==> config.mk <==
export PLATFORM = sky130hd
export DESIGN_NAME = cdfis_ctrl
export DESIGN_NICKNAME = d
export VERILOG_FILES = /design/src/rtl/core/cdfis_pkg.sv /design/src/rtl/core/cdfis_ctrl.sv
export SDC_FILE = /design/constraint.sdc
export NUM_CORES = 1
export LEC_CHECK = 0
export BUFFER_PORTS_ARGS = -buffer_cell sky130_fd_sc_hd__buf_2
export CAP_MARGIN = 10
export CORE_AREA = 2 2 39 41
export CTS_CLUSTER_DIAMETER = 100
export DETAILED_ROUTE_END_ITERATION = 8
export DIE_AREA = 0 0 41 43
export PLACE_DENSITY_LB_ADDON = 0.25
export SLEW_MARGIN = 20
export SYNTH_ARGS = -nofsm -noshare
export SYNTH_HDL_FRONTEND = slang
export SYNTH_SLANG_ARGS = --single-unit
==> constraint.sdc <==
create_clock -name clk -period 2.6 [get_ports clk]
set_input_delay 0.13 -clock clk [delete_from_list [all_inputs] [get_ports clk]]
set_output_delay 0.13 -clock clk [all_outputs]
set_load 0.1 [all_outputs]
==> src/rtl/core/cdfis_pkg.sv <==
// shared types and constants for the cdf importance sampler
package cdfis_pkg;

  localparam int CMD_W      = 2;
  localparam int WEIGHT_W   = 16;
  localparam int XI_W       = 16;
  localparam int SUM_W      = 32;
  localparam int PIX_W      = 8;
  localparam int DIV_W      = 9;
  localparam int CFG_IDX_W  = 1;
  localparam int CFG_DATA_W = 9;

  localparam logic [CFG_IDX_W-1:0] CFG_IMAGE_WIDTH = 1'b0;
  localparam logic [DIV_W-1:0]     WIDTH_RESET     = 9'd256;

  typedef enum logic [CMD_W-1:0] {
    CMD_APPEND = 2'd0,
    CMD_SAMPLE = 2'd1,
    CMD_CLEAR  = 2'd2
  } cdfis_cmd_t;

  typedef enum logic [3:0] {
    ST_IDLE,
    ST_MUL,
    ST_SRCH,
    ST_CMP,
    ST_FIX,
    ST_PREV,
    ST_DIFF,
    ST_DIV,
    ST_DONE
  } cdfis_state_t;

  // controller to datapath
  typedef struct packed {
    logic append;
    logic clear;
    logic query;
    logic mul;
    logic rd_mid;
    logic step;
    logic rd_idx;
    logic rd_prev;
    logic diff;
    logic load_out;
  } cdfis_ctl_t;

  // datapath to controller
  typedef struct packed {
    logic empty;
    logic search_done;
    logic div_busy;
    logic out_free;
  } cdfis_sts_t;

endpackage

==> src/rtl/core/cdfis_ctrl.sv <==
// controller state machine: request decode, search sequencing, divide and output
module cdfis_ctrl import cdfis_pkg::*; (
  input  logic             clk,
  input  logic             rst,
  input  logic             req_valid,
  input  logic [CMD_W-1:0] req_cmd,
  output logic             req_ready,
  input  cdfis_sts_t       sts,
  output cdfis_ctl_t       ctl
);

  cdfis_state_t state, state_next;

  always_ff @(posedge clk) begin
    if (rst) begin
      state <= ST_IDLE;
    end else begin
      state <= state_next;
    end
  end

  always_comb begin
    state_next = state;
    ctl        = '0;
    req_ready  = 1'b0;
    unique case (state)
      ST_IDLE: begin
        req_ready = 1'b1;
        if (req_valid) begin
          unique case (req_cmd)
            CMD_APPEND: ctl.append = 1'b1;
            CMD_CLEAR:  ctl.clear = 1'b1;
            CMD_SAMPLE: begin
              ctl.query  = 1'b1;
              // empty or zero table answers at once with an error
              state_next = sts.empty ? ST_DONE : ST_MUL;
            end
            default: ;
          endcase
        end
      end
      ST_MUL: begin
        ctl.mul    = 1'b1;
        state_next = ST_SRCH;
      end
      ST_SRCH: begin
        if (sts.search_done) begin
          state_next = ST_FIX;
        end else begin
          ctl.rd_mid = 1'b1;
          state_next = ST_CMP;
        end
      end
      ST_CMP: begin
        ctl.step   = 1'b1;
        state_next = ST_SRCH;
      end
      ST_FIX: begin
        ctl.rd_idx = 1'b1;
        state_next = ST_PREV;
      end
      ST_PREV: begin
        ctl.rd_prev = 1'b1;
        state_next  = ST_DIFF;
      end
      ST_DIFF: begin
        ctl.diff   = 1'b1;
        state_next = ST_DIV;
      end
      ST_DIV: begin
        if (!sts.div_busy) begin
          state_next = ST_DONE;
        end
      end
      ST_DONE: begin
        if (sts.out_free) begin
          ctl.load_out = 1'b1;
          state_next   = ST_IDLE;
        end
      end
      default: state_next = ST_IDLE;
    endcase
  end

endmodule

==> flow_summary.toml, run 1 <==
[yosys]
syn-cell-area_um2 = 342
ys_types = 21
synth_edf_count = 0
syn_area_per_cell_um2 = 7.27
synth_nets = 56
synthFlopType = "dfxtp_1"
synthArstFlopShare_pct = 0
synth_seq_cells = 4
synth_area_leaders = "dfxtp_1, nand2b_1, nor3_1, buf_2, nor2_1"
yosys.area.top_type = "dfxtp_1"
yosysWarnings = 0
synthDominantCellAreaShare_pct = 23.4
synthCells = 47
ys_seq_area_share_pct = 23.4

[timing]
hold_viol = 0
setup_tns_ns = 0
slew_violations = 0
finalCriticalPeriod_ns = 2.11
slew-limit-headroom_pct = 67.8
setup_violations = 0
grt_setup_unrepaired = "false"
timing.fmax_mhz = 473
finalWorstSetupSlack_ns = 0.487
tightest_slew_ns = 0.487
fin_crit_sh_pct = 81.3
finClkSkew_ns = 0.00354

[floorplan]
die_h_um = 43
core_um2 = 1380
pin_count = 20
die_area_um2 = 1760
die_width_um = 41
placementRows = 14
start_util_pct = 24.7

[cells_and_area]
drive_gt1_share_pct = 47.7
final_cell_area_um2 = 495
final_core_util_pct = 35.8
final_cell_mix = "buf_2, nand2b_1, nor2_1"
largest_reg_flops = 4
largest-register = "state"
syn_to_final_growth_pct = 45.1
final_common_cell = "buf_2"
diodes = 0
top_regs = "state x4"
final_nets = 76

[routing]
viasPerCell = 5.05
route.detailed.drc = 0
drt_wl_total_um = 931
vias = 409
wl_per_cell_um = 11.5
drt_iter0_markers = 5
postRouteAntennaNets = 0
drtPass1Iterations = 4

[clock_network]
clkSlewWorstSetupHoldPaths_ns = 0.04
cts_buffers = 3
cts_hold_buf = 0
cts_resized = 0
cts_tree = "built"
cts_root_buf = "clkbuf_4"
cts_setup_buffers = 0
clock-sinks = 4
htreeDepth = 1
clk_latency_ns = 0.23
max-clock-path-buffers = 2

[setup_path]
end_kind = "primary output"
crit_required_ns = 2.47
cp_max_fo = 13
worstSetupPathType = "register to primary output"
cp-start-kind = "register"
arrival_ns = 1.98
rr_worst_depth = 4

[run]
drv_cap = 0

[placement]
place_area_um2 = 473
dpl.hpwl_um = 700
place_congestion = 0.702
port_buffers = 19
place_ws_ns = 0.721

[worst_hold_path]
hold_path.class = "input port to register"
hold_path_depth = 2

[global_routing]
grt_pass1_wl_um = 1390
grt_pass1_vias = 334
antenna_found_initial = 0
grt_util_all_layers_pct = 11.3
grt_overflow = 0
grt_max_degree = 14

[outcome]
status = "finished, final reports clean"
path summary, 6_finish.rpt:
kind	startpoint	slack, ns	to
max	state[2]	0.49	ctl[9]
min	rst	0.12	state[3]
max reg2reg	state[2]	1.13	state[0]
min reg2reg	state[3]	0.67	state[2]
stage by stage:
step	hold slack, ns	cells
after floorplan	0.207	47
after global placement	0.361	78
after detailed placement	0.362	78
after CTS	0.116	81
after global routing	0.131	81
final	0.122	81
critical path, cell delays in order (launching register included):
cell     delay [ns]
dfxtp_1        0.44
or4_4          0.63
nor4b_4        0.22
buf_2          0.46
cell type report:
| class | count | area, µm² |
|---|---|---|
| multi-input cells | 37 | 270 |
| inverters | 2 | 7.51 |
| clock buffers | 3 | 22.5 |
| fillers | 163 | 888 |
| repair buffers | 19 | 95.1 |
| flip-flops and latches | 4 | 80.1 |
| well taps | 16 | 20.0 |
cell usage after synthesis, types with 2 or more instances:
cell	number
nor2_1	5
or3_1	2
dfxtp_1	4
nor4_1	3
nor3_1	6
nand2_1	4
buf_2	4
nand2b_1	5
a21oi_1	2
per-layer routing:
layer / up-vias / track usage (%) / part of all wire [%]
met2: 12 / 15.6 / 44
met3: 0 / 6.28 / 5.9
li1: 210 / - / -
met4: 0 / 0 / 0
met5: - / 0 / 0
met1: 187 / 16.4 / 50
kinds of logic after synthesis:
family,Yosys count,synth area share [%]
compound gates,7,15.4
buf+inv,6,8.06
flops,4,23.4
mux,1,2.93
simple gates,29,50.2
Power of run 1 is not shown: default switching activity piles up to over one toggle a cycle in this logic, so the estimate is an artifact.
==> run 2, diff against run 1 <==
Clock period 2.6 ns to 2 ns, I/O delays scaled along.
==> flow_summary.toml, run 2 (synthesis results as in run 1) <==
[outcome]
status = "finished, final reports clean"

[timing]
slew_violations = 0
setup_violations = 0
setup_tns_ns = 0
finalCriticalPeriod_ns = 1.87
slew-limit-headroom_pct = 67.6
grt_setup_unrepaired = "false"
finClkSkew_ns = 0.00194
fin_crit_sh_pct = 93.4
timing.fmax_mhz = 535
hold_viol = 0
tightest_slew_ns = 0.490

[routing]
vias = 404
drt_wl_total_um = 899
drt_iter0_markers = 4
wl_met3_um = 39
dr_wl_met2_um = 439
route.detailed.drc = 0
drtPass1Iterations = 4
drt-met1-wl_um = 420
wl_per_cell_um = 11.0
dr.max_layer_used = "met3"
viasPerCell = 4.93
postRouteAntennaNets = 0

[clock_network]
cts_buffers = 3
max-clock-path-buffers = 2
cts_setup_buffers = 0
htreeDepth = 1
cts_resized = 0
clock-sinks = 4
cts_tree = "built"
clkSlewWorstSetupHoldPaths_ns = 0.04
cts_root_buf = "clkbuf_4"
clk_latency_ns = 0.23
cts_hold_buf = 0

[setup_path]
end_kind = "primary output"
arrival_ns = 1.77
cp-start-kind = "register"
worstSetupPathType = "register to primary output"
crit_required_ns = 1.90
slowest_stage = "or4_4"
cp_cell_sequence = "or4_4 -> inv_2 -> and4b_4 -> buf_12"
slowest_delay_ns = 0.61
cp_max_fo = 11

[cells_and_area]
largest_reg_flops = 4
final_nets = 77
top_regs = "state x4"
drive_gt1_share_pct = 51.5
final_common_cell = "buf_2"
diodes = 0
largest-register = "state"
final_cell_mix = "buf_2, nand2b_1, nor2_1"
syn_to_final_growth_pct = 64.8

[global_routing]
grt_pass1_vias = 363
antenna_found_initial = 0
grt_overflow = 0
grt_pass1_wl_um = 1480
grt_util_all_layers_pct = 11.8
grt_max_degree = 13

[floorplan]
die_width_um = 41
core_um2 = 1380
pin_count = 20
start_util_pct = 24.7
placementRows = 14
die_h_um = 43
die_area_um2 = 1760

[placement]
dpl.hpwl_um = 703
port_buffers = 19
place_congestion = 0.721

[run]
drv_cap = 0

[worst_hold_path]
hold_path.class = "input port to register"
[run 2: path summary, 6_finish.rpt]
check,from,endpoint,slack (ns),depth (start not counted)
worst max-delay path,state[3],ctl[8],0.13,4
worst min register to register,state[3],state[2],0.68,1
worst max register to register,state[3],state[3],0.57,4
worst min-delay path,rst,state[2],0.09,2
[run 2: area by class of cell]
cell class / count / area, µm²
Fill cell: 152 / 821
Multi-Input combinational cell: 37 / 285
Sequential cell: 4 / 80.1
Inverter: 2 / 7.51
Timing Repair Buffer: 20 / 148
Tap cell: 16 / 20.0
Clock buffer: 3 / 22.5
[run 2: worst max-delay path, delay by kind of cell, from the launching register on]
family	cells	cell delay, ns
AND/OR/NAND/NOR	2	0.86
flip-flops	1	0.42
buffers and inverters	2	0.26
[run 2: through the flow]
stage | instances | hold slack [ns] | area, µm² | setup slack (ns) | util [%]
floorplan | 47 | 0.177 | 393 | -0.363 | -
global route | 82 | 0.108 | 563 | 0.0634 | 40.7
global placement | 79 | 0.328 | 541 | 0.380 | 39.1
CTS | 82 | 0.0804 | 563 | 0.112 | 40.7
finish | 82 | 0.0912 | 563 | 0.132 | 40.7
detailed placement | 79 | 0.325 | 541 | 0.362 | 39.1
[run 2: layer usage]
layer | GRT usage [%] | up-vias
met4 | 2.00 | 0
met1 | 15.5 | 183
met2 | 18.8 | 11
met3 | 3.14 | 0
li1 | - | 210
met5 | 0 | -
Power of run 2 is left out for the same reason.
